File: config.mk
export PLATFORM = sky130hd
export DESIGN_NAME = hill_cipher_3x3_decrypt
export DESIGN_NICKNAME = d
export VERILOG_FILES = /design/src/design/hc3d_pkg.sv /design/src/design/hill_cipher_3x3_decrypt.sv /design/src/design/hc3d_key_setup.sv /design/src/design/hc3d_lane.sv /design/src/design/hc3d_merge.sv
export SDC_FILE = /design/constraint.sdc
export NUM_CORES = 2
export LEC_CHECK = 0
export ABC_AREA = 1
export BUFFER_PORTS_ARGS = -buffer_cell sky130_fd_sc_hd__buf_2
export CORE_UTILIZATION = 40
export CTS_CLUSTER_DIAMETER = 120
export DETAILED_ROUTE_END_ITERATION = 6
export HOLD_SLACK_MARGIN = 0.06
export MAX_ROUTING_LAYER = met4
export PLACE_DENSITY_LB_ADDON = 0.05
export SYNTH_ARGS = -nofsm -noshare
export SYNTH_HDL_FRONTEND = slang
export SYNTH_SLANG_ARGS = --single-unit
File: constraint.sdc
create_clock -name clk_i -period 13.15 [get_ports clk_i]
set_input_delay 3.945 -clock clk_i [delete_from_list [all_inputs] [get_ports clk_i]]
set_output_delay 3.945 -clock clk_i [all_outputs]
set_load 0.05 [all_outputs]
File: src/design/hc3d_pkg.sv
// shared types, constants and the modular reduction step for the hill decryption block
package hc3d_pkg;

  // field and datapath widths
  localparam int SYM_W  = 5;              // symbol width
  localparam int ROW_W  = 3 * SYM_W;      // one key row, three symbols
  localparam int MOD_W  = SYM_W + 1;      // modulus register width
  localparam int ACC_W  = 12;             // widest intermediate sum
  localparam int NIB_W  = 4;              // remainder bits resolved per cycle
  localparam int CHUNKS = ACC_W / NIB_W;  // remainder steps per reduction
  localparam int CHUNK_W = 2;
  localparam int KEY_N  = 9;              // entries of a 3x3 matrix
  localparam int IDX_W  = 4;
  localparam int CFG_W  = ROW_W;          // configuration data width

  localparam logic [CHUNK_W-1:0] CHUNK_LAST = CHUNK_W'(CHUNKS - 1);
  localparam logic [IDX_W-1:0]   KEY_LAST   = IDX_W'(KEY_N - 1);
  localparam logic [MOD_W-1:0]   MOD_LIMIT  = MOD_W'(32);
  localparam logic [MOD_W-1:0]   MOD_MIN    = MOD_W'(2);

  // reset values of the configuration registers
  localparam logic [MOD_W-1:0] MODULUS_RST = MOD_W'(26);
  localparam logic [ROW_W-1:0] KEY_A_RST   = ROW_W'(1798);
  localparam logic [ROW_W-1:0] KEY_B_RST   = ROW_W'(10765);
  localparam logic [ROW_W-1:0] KEY_C_RST   = ROW_W'(15924);

  typedef logic [SYM_W-1:0] sym_t;

  // configuration register indexes
  typedef enum logic [1:0] {
    REG_MODULUS = 2'd0,
    REG_KEY_A   = 2'd1,
    REG_KEY_B   = 2'd2,
    REG_KEY_C   = 2'd3
  } reg_idx_e;

  // key setup sequencer
  typedef enum logic [1:0] {
    ST_LOAD,
    ST_REDUCE,
    ST_SEARCH,
    ST_READY
  } setup_state_e;

  typedef enum logic [1:0] {
    PH_KEY,
    PH_ADJ,
    PH_DET,
    PH_SCALE
  } setup_phase_e;

  // setup status towards the item path
  typedef struct packed {
    logic ready;
    logic singular;
  } setup_status_t;

  // control of the dot product lanes
  typedef struct packed {
    logic load;
    logic step;
  } lane_ctrl_t;

  // four restoring steps of a remainder by m, most significant bit first
  function automatic sym_t mod_step4(input sym_t r, input logic [NIB_W-1:0] bits,
                                     input logic [MOD_W-1:0] m);
    logic [MOD_W-1:0] t;
    sym_t             acc;
    acc = r;
    for (int b = NIB_W - 1; b >= 0; b--) begin
      t = {acc, bits[b]};
      if (t >= m) begin
        t = t - m;
      end
      acc = t[SYM_W-1:0];
    end
    return acc;
  endfunction

endpackage

File: src/design/hill_cipher_3x3_decrypt.sv
// 3x3 hill cipher decryption top level: key setup, three lanes and result merge
//
// A ciphertext triple is taken when start is high and busy is low; its plaintext
// appears on plain_0_o..plain_2_o with no_inverse_o, with valid_o high for exactly
// one cycle, once the lanes have loaded the dot product and run three four-bit
// remainder steps against the modulus. busy stays high while a triple is in the
// lanes; the next triple is taken only once those steps are done. The inverse
// key is derived from the configuration registers after reset and after every
// register write; busy stays high during that derivation, which runs up to 28
// reductions plus the inverse search over up to 32 candidates. The result port
// has no back-pressure: results must be taken as they appear. cfg_ready_o is
// always high.
module hill_cipher_3x3_decrypt import hc3d_pkg::*; (
  input  logic             clk_i,
  input  logic             rst_ni,
  input  logic             start,
  output logic             busy,
  input  sym_t             cipher_0_i,
  input  sym_t             cipher_1_i,
  input  sym_t             cipher_2_i,
  output logic             valid_o,
  output sym_t             plain_0_o,
  output sym_t             plain_1_o,
  output sym_t             plain_2_o,
  output logic             no_inverse_o,
  input  logic             cfg_valid_i,
  output logic             cfg_ready_o,
  input  reg_idx_e         cfg_index_i,
  input  logic [CFG_W-1:0] cfg_data_i
);

  logic               cfg_we;
  logic [MOD_W-1:0]   m_eff;
  sym_t [KEY_N-1:0]   inv_key;
  setup_status_t      status;
  lane_ctrl_t         lane_ctrl;
  sym_t [2:0]         cipher;
  sym_t [2:0]         lane_res;
  logic               accept;
  logic               active_q, active_d;
  logic [CHUNK_W-1:0] cnt_q, cnt_d;
  logic               cap_q, cap_d;

  assign cfg_ready_o = 1'b1;
  assign cfg_we      = cfg_valid_i && cfg_ready_o;

  hc3d_key_setup u_setup (
    .clk_i       (clk_i),
    .rst_ni      (rst_ni),
    .cfg_we_i    (cfg_we),
    .cfg_index_i (cfg_index_i),
    .cfg_data_i  (cfg_data_i),
    .m_eff_o     (m_eff),
    .inv_key_o   (inv_key),
    .status_o    (status)
  );

  // item handshake
  assign busy   = !status.ready || active_q;
  assign accept = start && !busy;

  // item sequencing: load, three reduction steps, capture
  always_comb begin
    active_d = active_q;
    cnt_d    = cnt_q;
    cap_d    = 1'b0;
    if (accept) begin
      active_d = 1'b1;
      cnt_d    = '0;
    end else if (active_q) begin
      cnt_d = cnt_q + CHUNK_W'(1);
      if (cnt_q == CHUNK_LAST) begin
        active_d = 1'b0;
        cap_d    = 1'b1;
      end
    end
  end

  always_ff @(posedge clk_i or negedge rst_ni) begin
    if (!rst_ni) begin
      active_q <= 1'b0;
      cnt_q    <= '0;
      cap_q    <= 1'b0;
    end else begin
      active_q <= active_d;
      cnt_q    <= cnt_d;
      cap_q    <= cap_d;
    end
  end

  assign lane_ctrl.load = accept;
  assign lane_ctrl.step = active_q;
  assign cipher         = {cipher_2_i, cipher_1_i, cipher_0_i};

  // one lane per plaintext symbol
  for (genvar g = 0; g < 3; g++) begin : g_lane
    hc3d_lane u_lane (
      .clk_i    (clk_i),
      .ctrl_i   (lane_ctrl),
      .m_i      (m_eff),
      .row_i    (inv_key[3*g +: 3]),
      .cipher_i (cipher),
      .rem_o    (lane_res[g])
    );
  end

  hc3d_merge u_merge (
    .clk_i        (clk_i),
    .rst_ni       (rst_ni),
    .cap_i        (cap_q),
    .singular_i   (status.singular),
    .lane_res_i   (lane_res),
    .valid_o      (valid_o),
    .plain_0_o    (plain_0_o),
    .plain_1_o    (plain_1_o),
    .plain_2_o    (plain_2_o),
    .no_inverse_o (no_inverse_o)
  );

  // every transfer is followed by its result strobe
  a_latency: assert property (@(posedge clk_i) disable iff (!rst_ni)
    accept |-> ##5 valid_o)
    else $error("result strobe missing after item transfer");

  // no second item while one is being worked on
  a_busy_after_accept: assert property (@(posedge clk_i) disable iff (!rst_ni)
    accept |=> busy)
    else $error("busy not raised after item transfer");

  // singular key gives an all-zero plaintext
  a_singular_zero: assert property (@(posedge clk_i) disable iff (!rst_ni)
    (valid_o && no_inverse_o) |->
      (plain_0_o == '0 && plain_1_o == '0 && plain_2_o == '0))
    else $error("non-zero plaintext with no inverse");

endmodule

File: src/design/hc3d_key_setup.sv
// configuration registers and inverse key sequencer (reduce, adjugate, determinant, inverse)
module hc3d_key_setup import hc3d_pkg::*; (
  input  logic                 clk_i,
  input  logic                 rst_ni,
  input  logic                 cfg_we_i,
  input  reg_idx_e             cfg_index_i,
  input  logic [CFG_W-1:0]     cfg_data_i,
  output logic [MOD_W-1:0]     m_eff_o,
  output sym_t [KEY_N-1:0]     inv_key_o,
  output setup_status_t        status_o
);

  logic [MOD_W-1:0] modulus_q;
  logic [ROW_W-1:0] row_a_q, row_b_q, row_c_q;
  logic [MOD_W-1:0] m_eff;
  logic [3*ROW_W-1:0] key_flat;

  setup_state_e     state_q, state_d;
  setup_phase_e     phase_q, phase_d;
  logic [IDX_W-1:0] idx_q, idx_d;
  logic [CHUNK_W-1:0] chunk_q, chunk_d;
  logic [ACC_W-1:0] val_q, val_d;
  sym_t             rem_q, rem_d;
  sym_t [KEY_N-1:0] k_q, k_d;
  sym_t [KEY_N-1:0] adj_q, adj_d;
  sym_t [KEY_N-1:0] e_q, e_d;
  sym_t             det_q, det_d;
  sym_t             inv_q, inv_d;
  sym_t             x_q, x_d;
  logic [MOD_W-1:0] cnt_q, cnt_d;
  logic             singular_q, singular_d;

  sym_t             red_res;
  logic [SYM_W:0]   x_sum;
  logic [ACC_W-1:0] opd;
  sym_t             p, q, r, s;
  logic             last_chunk;
  logic             found;
  logic             exhausted;

  // configuration registers
  always_ff @(posedge clk_i or negedge rst_ni) begin
    if (!rst_ni) begin
      modulus_q <= MODULUS_RST;
      row_a_q   <= KEY_A_RST;
      row_b_q   <= KEY_B_RST;
      row_c_q   <= KEY_C_RST;
    end else if (cfg_we_i) begin
      unique case (cfg_index_i)
        REG_MODULUS: modulus_q <= cfg_data_i[MOD_W-1:0];
        REG_KEY_A:   row_a_q   <= cfg_data_i[ROW_W-1:0];
        REG_KEY_B:   row_b_q   <= cfg_data_i[ROW_W-1:0];
        REG_KEY_C:   row_c_q   <= cfg_data_i[ROW_W-1:0];
        default:     modulus_q <= modulus_q;
      endcase
    end
  end

  // modulus saturated to the symbol range
  assign m_eff    = (modulus_q > MOD_LIMIT) ? MOD_LIMIT : modulus_q;
  assign key_flat = {row_c_q, row_b_q, row_a_q};

  // shared reduction step and search increment
  assign red_res    = mod_step4(rem_q, val_q[ACC_W-1 -: NIB_W], m_eff);
  assign last_chunk = (chunk_q == CHUNK_LAST);
  assign x_sum      = {1'b0, x_q} + {1'b0, det_q};
  assign found      = (x_q == SYM_W'(1));
  assign exhausted  = (cnt_q == m_eff - MOD_W'(1));

  // cofactor operands, entries indexed row * 3 + column
  always_comb begin
    case (idx_q)
      4'd0:    begin p = k_q[4]; q = k_q[8]; r = k_q[5]; s = k_q[7]; end
      4'd1:    begin p = k_q[2]; q = k_q[7]; r = k_q[1]; s = k_q[8]; end
      4'd2:    begin p = k_q[1]; q = k_q[5]; r = k_q[2]; s = k_q[4]; end
      4'd3:    begin p = k_q[5]; q = k_q[6]; r = k_q[3]; s = k_q[8]; end
      4'd4:    begin p = k_q[0]; q = k_q[8]; r = k_q[2]; s = k_q[6]; end
      4'd5:    begin p = k_q[2]; q = k_q[3]; r = k_q[0]; s = k_q[5]; end
      4'd6:    begin p = k_q[3]; q = k_q[7]; r = k_q[4]; s = k_q[6]; end
      4'd7:    begin p = k_q[1]; q = k_q[6]; r = k_q[0]; s = k_q[7]; end
      default: begin p = k_q[0]; q = k_q[4]; r = k_q[1]; s = k_q[3]; end
    endcase
  end

  // value to be reduced in the current phase
  always_comb begin
    case (phase_q)
      PH_KEY:   opd = ACC_W'(key_flat[SYM_W*idx_q +: SYM_W]);
      PH_ADJ:   opd = ACC_W'(p) * ACC_W'(q) + ACC_W'(m_eff) * ACC_W'(m_eff)
                      - ACC_W'(r) * ACC_W'(s);
      PH_DET:   opd = ACC_W'(k_q[0]) * ACC_W'(adj_q[0]) + ACC_W'(k_q[1]) * ACC_W'(adj_q[3])
                      + ACC_W'(k_q[2]) * ACC_W'(adj_q[6]);
      default:  opd = ACC_W'(inv_q) * ACC_W'(adj_q[idx_q]);
    endcase
  end

  // next state
  always_comb begin
    state_d = state_q;
    phase_d = phase_q;
    idx_d   = idx_q;
    unique case (state_q)
      ST_LOAD: begin
        if (m_eff < MOD_MIN) begin
          state_d = ST_READY;
        end else begin
          state_d = ST_REDUCE;
        end
      end
      ST_REDUCE: begin
        if (last_chunk) begin
          if (phase_q == PH_DET) begin
            state_d = ST_SEARCH;
          end else if (idx_q != KEY_LAST) begin
            idx_d   = idx_q + IDX_W'(1);
            state_d = ST_LOAD;
          end else begin
            idx_d = '0;
            unique case (phase_q)
              PH_KEY: begin
                phase_d = PH_ADJ;
                state_d = ST_LOAD;
              end
              PH_ADJ: begin
                phase_d = PH_DET;
                state_d = ST_LOAD;
              end
              default: state_d = ST_READY;
            endcase
          end
        end
      end
      ST_SEARCH: begin
        if (found) begin
          phase_d = PH_SCALE;
          idx_d   = '0;
          state_d = ST_LOAD;
        end else if (exhausted) begin
          state_d = ST_READY;
        end
      end
      ST_READY: state_d = ST_READY;
      default:  state_d = ST_READY;
    endcase
    // any register write restarts the derivation
    if (cfg_we_i) begin
      state_d = ST_LOAD;
      phase_d = PH_KEY;
      idx_d   = '0;
    end
  end

  // datapath updates
  always_comb begin
    chunk_d    = chunk_q;
    val_d      = val_q;
    rem_d      = rem_q;
    k_d        = k_q;
    adj_d      = adj_q;
    e_d        = e_q;
    det_d      = det_q;
    inv_d      = inv_q;
    x_d        = x_q;
    cnt_d      = cnt_q;
    singular_d = singular_q;
    unique case (state_q)
      ST_LOAD: begin
        val_d   = opd;
        rem_d   = '0;
        chunk_d = '0;
        if (m_eff < MOD_MIN) begin
          singular_d = 1'b1;
        end
      end
      ST_REDUCE: begin
        rem_d   = red_res;
        val_d   = {val_q[ACC_W-NIB_W-1:0], NIB_W'(0)};
        chunk_d = chunk_q + CHUNK_W'(1);
        if (last_chunk) begin
          case (phase_q)
            PH_KEY: k_d[idx_q] = red_res;
            PH_ADJ: adj_d[idx_q] = red_res;
            PH_DET: begin
              det_d = red_res;
              x_d   = '0;
              cnt_d = '0;
            end
            default: begin
              e_d[idx_q] = red_res;
              if (idx_q == KEY_LAST) begin
                singular_d = 1'b0;
              end
            end
          endcase
        end
      end
      ST_SEARCH: begin
        if (found) begin
          inv_d = cnt_q[SYM_W-1:0];
        end else begin
          x_d   = (x_sum >= m_eff) ? SYM_W'(x_sum - m_eff) : x_sum[SYM_W-1:0];
          cnt_d = cnt_q + MOD_W'(1);
          if (exhausted) begin
            singular_d = 1'b1;
          end
        end
      end
      default: chunk_d = chunk_q;
    endcase
  end

  // control registers
  always_ff @(posedge clk_i or negedge rst_ni) begin
    if (!rst_ni) begin
      state_q    <= ST_LOAD;
      phase_q    <= PH_KEY;
      idx_q      <= '0;
      chunk_q    <= '0;
      singular_q <= 1'b0;
    end else begin
      state_q    <= state_d;
      phase_q    <= phase_d;
      idx_q      <= idx_d;
      chunk_q    <= chunk_d;
      singular_q <= singular_d;
    end
  end

  // working registers
  always_ff @(posedge clk_i) begin
    val_q <= val_d;
    rem_q <= rem_d;
    k_q   <= k_d;
    adj_q <= adj_d;
    e_q   <= e_d;
    det_q <= det_d;
    inv_q <= inv_d;
    x_q   <= x_d;
    cnt_q <= cnt_d;
  end

  assign m_eff_o           = m_eff;
  assign inv_key_o         = e_q;
  assign status_o.ready    = (state_q == ST_READY);
  assign status_o.singular = singular_q;

  // a register write always drops ready in the following cycle
  a_cfg_restart: assert property (@(posedge clk_i) disable iff (!rst_ni)
    cfg_we_i |=> (state_q != ST_READY))
    else $error("key setup still ready after a register write");

  // a found inverse moves on to scaling the adjugate
  a_found_scale: assert property (@(posedge clk_i) disable iff (!rst_ni)
    (state_q == ST_SEARCH && found && !cfg_we_i) |=> (phase_q == PH_SCALE))
    else $error("inverse found but scaling phase not entered");

endmodule

File: src/design/hc3d_lane.sv
// one dot product lane: inverse key row times ciphertext, reduced modulo m
module hc3d_lane import hc3d_pkg::*; (
  input  logic             clk_i,
  input  lane_ctrl_t       ctrl_i,
  input  logic [MOD_W-1:0] m_i,
  input  sym_t [2:0]       row_i,
  input  sym_t [2:0]       cipher_i,
  output sym_t             rem_o
);

  logic [ACC_W-1:0] acc_q, acc_d;
  sym_t             rem_q, rem_d;
  logic [ACC_W-1:0] dot;

  // three narrow products summed
  assign dot = ACC_W'(row_i[0]) * ACC_W'(cipher_i[0])
             + ACC_W'(row_i[1]) * ACC_W'(cipher_i[1])
             + ACC_W'(row_i[2]) * ACC_W'(cipher_i[2]);

  // load the sum, then peel four bits into the remainder each step
  always_comb begin
    acc_d = acc_q;
    rem_d = rem_q;
    if (ctrl_i.load) begin
      acc_d = dot;
      rem_d = '0;
    end else if (ctrl_i.step) begin
      acc_d = {acc_q[ACC_W-NIB_W-1:0], NIB_W'(0)};
      rem_d = mod_step4(rem_q, acc_q[ACC_W-1 -: NIB_W], m_i);
    end
  end

  always_ff @(posedge clk_i) begin
    acc_q <= acc_d;
    rem_q <= rem_d;
  end

  assign rem_o = rem_q;

endmodule

File: src/design/hc3d_merge.sv
// merge stage: collects the lane remainders into one result strobe
module hc3d_merge import hc3d_pkg::*; (
  input  logic       clk_i,
  input  logic       rst_ni,
  input  logic       cap_i,
  input  logic       singular_i,
  input  sym_t [2:0] lane_res_i,
  output logic       valid_o,
  output sym_t       plain_0_o,
  output sym_t       plain_1_o,
  output sym_t       plain_2_o,
  output logic       no_inverse_o
);

  logic       valid_q;
  sym_t [2:0] plain_q;
  logic       noinv_q;

  // result strobe
  always_ff @(posedge clk_i or negedge rst_ni) begin
    if (!rst_ni) begin
      valid_q <= 1'b0;
    end else begin
      valid_q <= cap_i;
    end
  end

  // result payload, zeroed for a singular key
  always_ff @(posedge clk_i) begin
    if (cap_i) begin
      plain_q <= singular_i ? '0 : lane_res_i;
      noinv_q <= singular_i;
    end
  end

  assign valid_o      = valid_q;
  assign plain_0_o    = plain_q[0];
  assign plain_1_o    = plain_q[1];
  assign plain_2_o    = plain_q[2];
  assign no_inverse_o = noinv_q;

endmodule
[Word level (Yosys, flattened, before mapping)]
Index checks and enable logic that the tools add are counted.
Cells by class
  multiply operators: 17
  equality and inequality tests: 34
  add/sub/neg operators: 33
  magnitude comparators: 21
  bitwise gates (word level): 1
  shifts and indexed selects: 1
  reductions and logical operators: 40
  mux-type cells: 102
Operators by type and width (number)
  two-way mux 5 bit: 40
  multiplier 5 x 5 -> 10 bit: 15
  bitwise mux 45 bit: 3
  greater-or-equal comparator 6 bit: 17
  case mux 5 bit (5 select lines): 4
  subtractor 5 bit: 17
  two-way mux 12 bit: 6
  adder 12 x 10 -> 12 bit: 4
  variable part select 45 x 8 -> 5 bit: 1
  adder 10 x 10 -> 11 bit: 4
  case mux 12 bit (3 select lines): 1
  two-way mux 2 bit: 15
  two-way mux 6 bit: 4
  case mux 12 bit (2 select lines): 1
  OR reduction 2 bit: 11
  binary-select mux 5 bit (select 4 bit): 1
  demux 5 bit (select 4 bit): 1
  two-way mux 4 bit: 5
  case mux 5 bit (2 select lines): 2
  equality test 4 x 3 -> 1 bit (second input constant): 4
  equality test 2 bit (second input constant): 7
  adder 10 x 12 -> 12 bit: 1
  multiplier 6 x 6 -> 12 bit: 1
  two-way mux 1 bit: 12
  other kinds (42): 72
Storage, ports and cells
  register bits: 307
  output and inout bits: 19

[Logic depth before layout (Yosys ltp)]
  depth after elaboration: 16
  mapped depth: 40

[Hierarchy]
A second synthesis with hierarchy kept.
Second synthesis, totals
  cells, all modules: 3792
  area total of the unflattened synthesis: 31954.4 um^2
Modules (own cells, without submodules)
  hc3d_key_setup: seq. area each 6774.0 um^2, instances 1, area an instance 17873.4 um^2, cells an instance 1987
  hc3d_lane (g_lane[1].u_lane): seq. area each 460.4 um^2, instances 1, area an instance 4443.0 um^2, cells an instance 580
  hc3d_lane (g_lane[2].u_lane): seq. area each 460.4 um^2, instances 1, area an instance 4411.7 um^2, cells an instance 577
  hc3d_lane (g_lane[0].u_lane): seq. area each 460.4 um^2, instances 1, area an instance 4410.5 um^2, cells an instance 578
  hc3d_merge: seq. area each 505.5 um^2, instances 1, area an instance 629.4 um^2, cells an instance 48
  hill_cipher_3x3_decrypt: seq. area each 100.1 um^2, instances 1, area an instance 186.4 um^2, cells an instance 22

[Worst setup path after synthesis]
No wires, ideal clock.
  path kind: in2reg
  start point: input port cipher_0_i[3]
  end point: register g_lane[2].u_lane.acc_q[9] (data pin)
  buffers on the path: 1
  setup slack: 2689 ps
  arrival time: 10193 ps
  library setup time: 268 ps
  required time: 12882 ps
  cell stages on the path: 24
  cells stage by stage: clkbuf_1 nand2_1 fa_1 fa_1 fa_1 fa_1 fa_1 inv_1 ha_1 a21oi_1 nand2_1 xnor2_1 fa_1 fa_1 fa_1 inv_1 ha_1 a21oi_1 nand2_1 a21oi_1 nor2_1 nor2_1 xor2_1 o21ai_0
Between the ends
  cells in the longest elaborated chain, start to end: 4
RTL lines
  start: declaration: line hill_cipher_3x3_decrypt.sv:18  | input sym_t cipher_0_i,
  multiplier 5 x 5 -> 10 bit: line hc3d_lane.sv:16  | assign dot = ACC_W'(row_i[0]) * ACC_W'(cipher_i[0])
  adder 10 x 10 -> 11 bit: line hc3d_lane.sv:17  | + ACC_W'(row_i[1]) * ACC_W'(cipher_i[1])
  adder 12 x 10 -> 12 bit: line hc3d_lane.sv:18  | + ACC_W'(row_i[2]) * ACC_W'(cipher_i[2]);
  two-way mux 12 bit: line hc3d_lane.sv:24  | if (ctrl_i.load) begin
  named net g_lane[2].u_lane.acc_d[9]: line hc3d_lane.sv:11  | logic [ACC_W-1:0] acc_q, acc_d;
  end signal: assignment: line hc3d_lane.sv:34  | acc_q <= acc_d;
  end: declaration: line hc3d_lane.sv:11
The timed path passes the listed nets, and every way through them passes these cells.
A chain may end at the register's enable or synchronous reset.

[Worst setup path in the final report]
  start point: input port cipher_0_i[2]
  end point: register g_lane[2].u_lane.acc_q[9] (data pin)
The elaborated chain is that of the path after synthesis.

==> impl_metrics.tcl <==
set metrics [dict create \
    numCtsBuffers 40 \
    min_from "u_setup.row_b_q[4]" \
    worstSetupStartpointType "input pin" \
    clk_pin_slew_ns 0.06 \
    routed_wl_mm 84.1 \
    dr.first_iter.drc_count 1488 \
    syn_inst 3866 \
    status "complete, no violations" \
    r2r-start "u_setup.idx_q[0]" \
    clk_latency_ns 0.56 \
    met3_usage 0.0207 \
    synth_top_family_by_area "adder cells" \
    crit_start "cipher_0_i[2]" \
    syn_avg_cell_area_sq_um 8.31 \
    htree_levels 2 \
    skew_ns 0.0198 \
    drc 0 \
    final_cell_mix "nand2_1, inv_1, ha_1" \
    final_common_cell "nand2_1" \
    reg2reg_slack_ns 4.89 \
    hold_violations 0 \
    use_met1 0.318 \
    max_freq_ghz 0.0973 \
    end_kind "flip-flop" \
    synth.yosys.seq_area_share 0.273 \
    via_per_inst 4.86 \
    tightestPinTransition_ns 1.08 \
    die_y_microns 285 \
    slew_headroom 0.277 \
    synthAdderAreaFrac 0.323 \
    critical_path_arrival_ns 10.57 \
    place_congestion 0.865 \
    maxCapViolCount 0 \
    grt_pass1_wl_mm 136 \
    gr-total-overflow 0 \
    muxShareOfSynthArea 0.000935 \
    cts_tree "done" \
    dr.pass1.iters 5 \
    clockBufferDepth 3 \
    cp_data_required_time_ns 13.44 \
    met2_usage 0.329 \
    busiest_layer "met2" \
    crit_path_end "g_lane[2].u_lane.acc_q[9]" \
    port_buffers 53 \
    hold_path_class "flip-flop to flip-flop" \
    reg2regPathDepth 29 \
    ys_warn_count 0 \
    grt_pass1_vias 24353 \
    path_max_fanout 15 \
    vias 24324 \
    core_sq_um 79300 \
    synthSimpleGateAreaFrac 0.182 \
    grt_setup_unrepaired "no" \
    cts_root_buf "clkbuf_16" \
    post_drt_wl_per_cell_microns 16.8 \
    grt_max_degree 68 \
    die_x_microns 285 \
    antenna_found_initial 2 \
    synth-seq-cells 307 \
    synth-compound-area-share 0.0858 \
    cts_resized 0 \
    synthFlopType "edfxtp_1" \
    setup_tns_ns 0 \
    numClockSinks 307 \
    area_growth_pct 8.74 \
    min_period_ns 10.28 \
    drive_above_1_share 0.0559 \
    post-cts-setup-buffer-count 0 \
    start_util 0.405 \
    ios 55 \
    final_nets 4621 \
    timing.rr.end "u_setup.val_q[9]" \
    dpl.hpwl_mm 65.9 \
    synthXorXnorAreaFrac 0.0292 \
    num_rows 103 \
    die_area_sq_um 81400 \
    postRouteAntennaNets 0 \
    hold_buffers 0 \
    netlist_area_sq_um 32100 \
    synth_cell_types 62 \
    synth_enable_flop_cells 225 \
    path_class "input pin to flip-flop" \
    fin_crit_sh 0.782 \
    fill_cells 8033 \
    async_flop_share 0.218 \
    setup_viol 0 \
    grtUsageTotal 0.218 \
    post-route-util 0.441 \
    slew_violations 0 \
]
==> stage by stage <==
| step | cell area [sq um] | setup slack, ns | cells | hold WS, ns |
|---|---|---|---|---|
| 2_1_floorplan | 32100 | 2.69 | 3870 | 0.423 |
| 3_3_place_gp | 33600 | 2.33 | 4931 | 0.463 |
| 3_5_place_dp | 33600 | 2.28 | 4931 | 0.468 |
| 4_1_cts | 34900 | 2.89 | 5003 | 0.479 |
| 5_1_grt | 34900 | 2.37 | 5004 | 0.500 |
| 6_report | 34900 | 2.87 | 5004 | 0.477 |
==> cells in the mapped netlist, types with 13 or more instances <==
cell	n	area, sq um
clkbuf_1	45	169
xor2_1	54	473
or2_2	16	100
nor2_1	254	953
xnor2_1	53	464
nand3_1	144	721
dfxtp_1	15	300
edfxtp_1	225	6760
o21ai_0	196	981
ha_1	383	4790
inv_2	15	56.3
dfstp_2	22	578
a21oi_1	164	821
nand2_1	900	3380
a21o_1	14	105
nand3b_1	13	97.6
dfrtp_1	45	1130
fa_1	279	5590
inv_1	809	3040
nand4_1	50	313
==> worst min-delay path by stage <==
| stage | end | slack (ns) | depth (start not counted) |
|---|---|---|---|
| 6_report | u_setup.row_b_q[4] | 0.48 | 2 |
| 5_1_grt | u_setup.row_c_q[9] | 0.50 | 2 |
| 4_1_cts | g_lane[1].u_lane.rem_o[4] | 0.48 | 2 |
| 3_5_place_dp | u_setup.row_b_q[4] | 0.47 | 2 |
| 3_3_place_gp | u_setup.row_a_q[0] | 0.46 | 2 |
| 2_1_floorplan | u_merge.no_inverse_o | 0.42 | 0 |
==> metal layers <==
layer | wire length, microns | part of all wire | up-vias
met3 | 2840 | 0.034 | 88
met2 | 36200 | 0.43 | 378
met1 | 43700 | 0.52 | 11454
met4 | 1400 | 0.017 | 0
met5 | 0 | 0 | -
li1 | - | - | 12404
==> layout make-up <==
class	count	area, sq um	area share
diodes	1	2.50	0.0000717
clock buffers	56	1130	0.0325
clock inverters	16	201	0.00577
inverters	825	3100	0.0887
multi-input cells	2674	20000	0.572
flip-flops and latches	307	8760	0.251
well taps	1050	1310	0.0376
repair buffers	75	430	0.0123
==> cell families (layout without fill, tap and decap cells) <==
group / Yosys count / after routing
adders and majority gates: 662 / 662
other: 2 / 7
muxes: 3 / 3
buffers and inverters: 889 / 972
DFF: 307 / 307
and+or+nand+nor: 1413 / 1413
xor gates and xnor gates: 107 / 107
AOI/OAI and AO/OA: 483 / 483
==> critical path: stages <==
cell	delay (ns)
buf_2	0.35
nand2_1	0.13
fa_1	0.50
fa_1	0.53
fa_1	0.44
fa_1	0.52
fa_1	0.54
inv_1	0.04
ha_1	0.34
a21oi_1	0.16
nand2_1	0.12
xnor2_1	0.20
fa_1	0.48
fa_1	0.47
fa_1	0.54
inv_1	0.04
ha_1	0.34
a21oi_1	0.14
nand2_1	0.09
a21oi_1	0.23
nor2_1	0.06
nor2_1	0.15
xor2_1	0.15
o21ai_0	0.07
==> registers in the layout, summed over array words and instances, names as in the netlist, 12 cells and up <==
signal               flops
g_lane.u_lane.acc_q     36
g_lane.u_lane.rem_o     15
u_setup.adj_q           45
u_setup.inv_key_o       45
u_setup.k_q             45
u_setup.row_a_q         15
u_setup.row_b_q         15
u_setup.row_c_q         15
u_setup.val_q           12
Power is left out: the tool's default activity adds up to more than one toggle a clock period on the data nets, which glitch-free logic cannot reach.
